--- src/rtl/port_access_rule_matcher_assert.svh ---
// Assertion macros used by the port access rule matcher top level.
`ifndef PORT_ACCESS_RULE_MATCHER_ASSERT_SVH
`define PORT_ACCESS_RULE_MATCHER_ASSERT_SVH

`ifndef SYNTH

// Property that must hold at every clock edge outside reset.
`define PARM_ASSERT(lbl, clk, rst_n, prop) \
	lbl: assert property (@(posedge clk) disable iff (!rst_n) (prop)) \
		else $error("port access rule matcher check failed");

// Same-cycle implication.
`define PARM_ASSERT_IMP(lbl, clk, rst_n, ante, cons) \
	lbl: assert property (@(posedge clk) disable iff (!rst_n) (ante) |-> (cons)) \
		else $error("port access rule matcher check failed");

// Next-cycle implication.
`define PARM_ASSERT_NXT(lbl, clk, rst_n, ante, cons) \
	lbl: assert property (@(posedge clk) disable iff (!rst_n) (ante) |=> (cons)) \
		else $error("port access rule matcher check failed");

`else

`define PARM_ASSERT(lbl, clk, rst_n, prop)
`define PARM_ASSERT_IMP(lbl, clk, rst_n, ante, cons)
`define PARM_ASSERT_NXT(lbl, clk, rst_n, ante, cons)

`endif

`endif

--- src/rtl/parm_pkg.sv ---
// Types, constants and sizes shared by the port access rule matcher modules.
package parm_pkg;

	localparam int RULES     = 1024;
	localparam int RULE_AW   = (RULES > 1) ? $clog2(RULES) : 1;
	localparam int TOTAL_W   = $clog2(RULES + 1);
	localparam int MAP_WORDS = 2048;
	localparam int MAP_AW    = $clog2(MAP_WORDS);

	localparam logic [1:0] ACT_RULE  = 2'd0;
	localparam logic [1:0] ACT_COUNT = 2'd1;
	localparam logic [1:0] ACT_MAP   = 2'd2;
	localparam logic [1:0] ACT_CHECK = 2'd3;

	localparam logic [7:0] PROTO_TCP = 8'd6;
	localparam logic [7:0] PROTO_UDP = 8'd17;

	// Flag byte bit positions.
	localparam int F_TCP4 = 0;
	localparam int F_UDP4 = 1;
	localparam int F_TCP6 = 2;
	localparam int F_UDP6 = 3;
	localparam int F_UID  = 4;
	localparam int F_GRP  = 5;
	localparam int F_LOG  = 6;
	localparam int F_DENY = 7;

	// Request payload, last field in the lowest bits.
	typedef struct packed {
		logic [2:0]  pad;
		logic        has_bind_cap;
		logic [7:0]  protocol;
		logic        is_ipv6;
		logic [31:0] word_data;
		logic [31:0] extra_group;
		logic [31:0] group_id;
		logic [31:0] user_id;
		logic [7:0]  rule_flags;
		logic [15:0] port_end;
		logic [15:0] port;
		logic [10:0] index;
	} req_t;

	// One stored rule.
	typedef struct packed {
		logic [7:0]  flags;
		logic [31:0] gid;
		logic [31:0] uid;
		logic [15:0] lo;
		logic [15:0] hi;
	} rule_t;

	// Outcome of testing one rule against the latched request.
	typedef struct packed {
		logic hit;
		logic deny;
		logic log;
	} eval_t;

	// Result item, last field in the lowest bits.
	typedef struct packed {
		logic [9:0] rule_hit;
		logic       by_default;
		logic       log_hit;
		logic       verdict;
	} res_t;

endpackage

--- src/rtl/parm_rule_eval.sv ---
// Tests one rule read from the rule memory against the latched check request.
module parm_rule_eval (
	input  parm_pkg::rule_t rule,
	input  parm_pkg::req_t  req,
	output parm_pkg::eval_t ev
);

	logic uid_ok;
	logic grp_ok;
	logic fam_ok;
	logic prt_ok;
	logic rng_ok;

	always_comb begin
		uid_ok = !rule.flags[parm_pkg::F_UID] || (rule.uid == req.user_id);
		grp_ok = !rule.flags[parm_pkg::F_GRP] || (rule.gid == req.group_id) ||
			(rule.gid == req.extra_group);
		fam_ok = req.is_ipv6 ?
			(rule.flags[parm_pkg::F_TCP6] | rule.flags[parm_pkg::F_UDP6]) :
			(rule.flags[parm_pkg::F_TCP4] | rule.flags[parm_pkg::F_UDP4]);
		prt_ok = ((req.protocol == parm_pkg::PROTO_TCP) &&
				(rule.flags[parm_pkg::F_TCP4] | rule.flags[parm_pkg::F_TCP6])) ||
			((req.protocol == parm_pkg::PROTO_UDP) &&
				(rule.flags[parm_pkg::F_UDP4] | rule.flags[parm_pkg::F_UDP6]));
		rng_ok = (req.port >= rule.lo) && (req.port <= rule.hi);
		ev.hit  = uid_ok && grp_ok && fam_ok && prt_ok && rng_ok;
		ev.deny = rule.flags[parm_pkg::F_DENY];
		ev.log  = rule.flags[parm_pkg::F_LOG];
	end

endmodule

--- config.mk ---
export PLATFORM = sky130hd
export DESIGN_NAME = parm_rule_eval
export DESIGN_NICKNAME = d
export VERILOG_FILES = /design/src/rtl/port_access_rule_matcher_assert.svh /design/src/rtl/parm_pkg.sv /design/src/rtl/parm_rule_eval.sv
export SDC_FILE = /design/constraint.sdc
export NUM_CORES = 1
export LEC_CHECK = 0
export ABC_AREA = 1
export BUFFER_PORTS_ARGS = -buffer_cell sky130_fd_sc_hd__buf_2
export CAP_MARGIN = 40
export CORE_AREA = 3 3 116 118
export DETAILED_ROUTE_END_ITERATION = 8
export DIE_AREA = 0 0 119 121
export PLACE_DENSITY = 0.51
export RECOVER_POWER = 50
export SLEW_MARGIN = 20
export SYNTH_ARGS = -nofsm -noshare
export SYNTH_HDL_FRONTEND = slang
export SYNTH_SLANG_ARGS = --single-unit
export TNS_END_PERCENT = 50
--- constraint.sdc ---
create_clock -name vclk -period 2.4
set_input_delay 0.72 -clock vclk [all_inputs]
set_output_delay 0.72 -clock vclk [all_outputs]
set_load 0.01 [all_outputs]
==> impl_metrics.yaml <==
sta:
  max_freq_mhz: 369
  finalMaxSlewViolations: 0
  finalSetupViolations: 1
  tightest_slew_ns: 0.277
  layout_min_cycle_time_ns: 2.71
  finalHoldViolations: 0
  timing.final.ws_setup_ns: -0.310
  max_slew_margin: 0.815
  post-route-period-util: 1.13
  tns_ns: -0.310
  grt_setup_unrepaired: "true"
synthesis:
  synth_largest_area_cell: "nand2_1"
  yosys.area.top_type_share: 0.220
  syn_avg_cell_area_um2: 5.55
  syn_nets: 747
  seq_area_frac_synth: 0
  synthesis.instances: 419
  yosys.cell_types.count: 18
  synthTopCellsByArea: "nand2_1 (22%), xnor2_1 (21%), ha_1 (17%), inv_1 (13%), nor2_1 (8.4%)"
  ys_warn_count: 0
  syn-cell-area_um2: 2320
  synth_most_common_cell: "nand2_1"
  ys_top_cells_by_count: "nand2_1 (136), inv_1 (80), xnor2_1 (55)"
final_layout:
  final_util: 0.316
  seq_cells: 0
  syn_to_final_growth_pct: 71.1
  register_area_um2: 0
  final_cell_count_no_fill: 816
  n_clock_buffer: 0
  num_antenna_cells: 0
  layout.nets: 974
  drive_gt1_frac: 0.435
  finish.instance_area_um2: 3980
routing:
  routed_wl_um: 8160
  ant_nets: 0
  wl_per_cell_um: 10.0
  routed_via_density: 3.79
  num_vias: 3095
  drt-pass1-iter-count: 4
  drcViolationCount: 0
  drtIter0Drc: 69
critical_path:
  worstPathMaxFanout: 3
  cp-start-kind: "input pin"
  cp-end-kind: "output port"
  cp.required_ns: 1.68
  critPathKind: "input pin to output port"
  critical-path-slowest-cell: "ha_1"
  crit_path_max_incr_delay_ns: 0.28
  path_cells: "buf_2, inv_1, ha_1, nand2_1, inv_2, nand3_2, a21oi_1, nor2_1, nand2_1, nor2_2, nor3_2, buf_2"
  arrival_ns: 1.99
clocking:
  cts_post_setup_buffers_inserted: 0
power:
  powerDensity_nw_per_um2: 154
  ir_worst_vdd_mv: 0.0520
  power.leakage_uw: 0.00222
place:
  pre_cts_ws_ns: -0.341
  gp_congestion: 0.744
  dpl.hpwl_um: 7850
  place_inst: 816
  portBuffers: 224
  postPlaceCellArea_um2: 3850
hold_path:
  hold_class: "input pin to output port"
  hp-start: "rule[102]"
  min_to: "ev[0]"
  hold_depth: 0
floorplan:
  dieArea_um2: 14400
  ios: 299
  core_area_um2: 12600
  die_h_um: 121
  placementRows: 41
  initial_core_util: 0.185
  fp.dieW_um: 119
status:
  status: "finished with violations"
  failed_checks: "setup timing"
global_route:
  antenna_found_initial: 0
  grt_pass1_wl_um: 13100
  grt_max_degree: 5
  grt_use_total: 0.108
  overflow: 0
  grt_pass1_vias: 3124
job:
  cap_violations: 0
[cells by family after synthesis]
logic type	Yosys count	synth area share
xor+xnor	77	0.290
buf+inv	82	0.136
simple gates	205	0.347
compound gates	23	0.0549
fa+ha+maj	32	0.172
[cells in the final DEF (no fill, tap or decap), types with 4 or more instances in the layout]
master and n:
buf_2 215, nand2_1 130, inv_1 62, xnor2_1 55, nor2_1 47, xor2_1 22
ha_1 16, ha_4 16, inv_2 13, a21oi_1 12, nand2_2 6, buf_6 6
buf_4 6, inv_4 5, nor2_2 5, nand3_1 4, nand4_1 4, o21ai_1 4
[metrics by stage]
stage	power [µW]	hold WS, ns
after floorplan	307	1.53
after global placement	590	1.44
after detailed placement	595	1.44
after CTS	622	1.44
after global routing	704	1.44
final	612	1.44
[how the worst max path moves through the flow]
| stage | startpoint | endpoint | slack, ns |
|---|---|---|---|
| after global routing | rule[9] | ev[2] | -0.43 |
| after global placement | req[26] | ev[2] | -0.34 |
| final | rule[31] | ev[2] | -0.31 |
| after floorplan | rule[13] | ev[2] | 0.0005 |
| after CTS | rule[9] | ev[2] | -0.30 |
| after detailed placement | req[20] | ev[2] | -0.34 |
[repair_timing]
| item | CTS | global route |
|---|---|---|
| resized for setup | 32 | 2 |
| hold endpoints to repair | 0 | 0 |
| gates cloned | 0 | 0 |
| pin swaps | 20 | 1 |
| hold buffers | 0 | 0 |
| setup endpoints to repair | 1 | 1 |
[power breakdown]
part / internal, µW / switching (µW)
Clock: 0 / 0
Sequential: 0 / 0
Combinational: 335 / 277
Total: 335 / 277
[per-layer routing]
layer,routed length (µm),vias up,track usage
met3,865,2,0.0261
li1,-,1705,-
met4,6,0,0.000724
met5,0,-,0
met1,3190,1245,0.119
met2,4100,143,0.218
[worst max-delay path: cells and delay by family]
kind / cells / cell delay [ns]
simple gates: 6 / 0.52
buf+inv: 4 / 0.33
fa+ha+maj: 1 / 0.28
compound gates: 1 / 0.13
[final cells by class]
type / instances / area, µm²
Tap cell: 172 / 215
Inverter: 80 / 313
Fill cell: 1411 / 8590
Timing Repair Buffer: 227 / 1190
Multi-Input combinational cell: 337 / 2260
No activity file was read; power rests on OpenSTA's default activity.
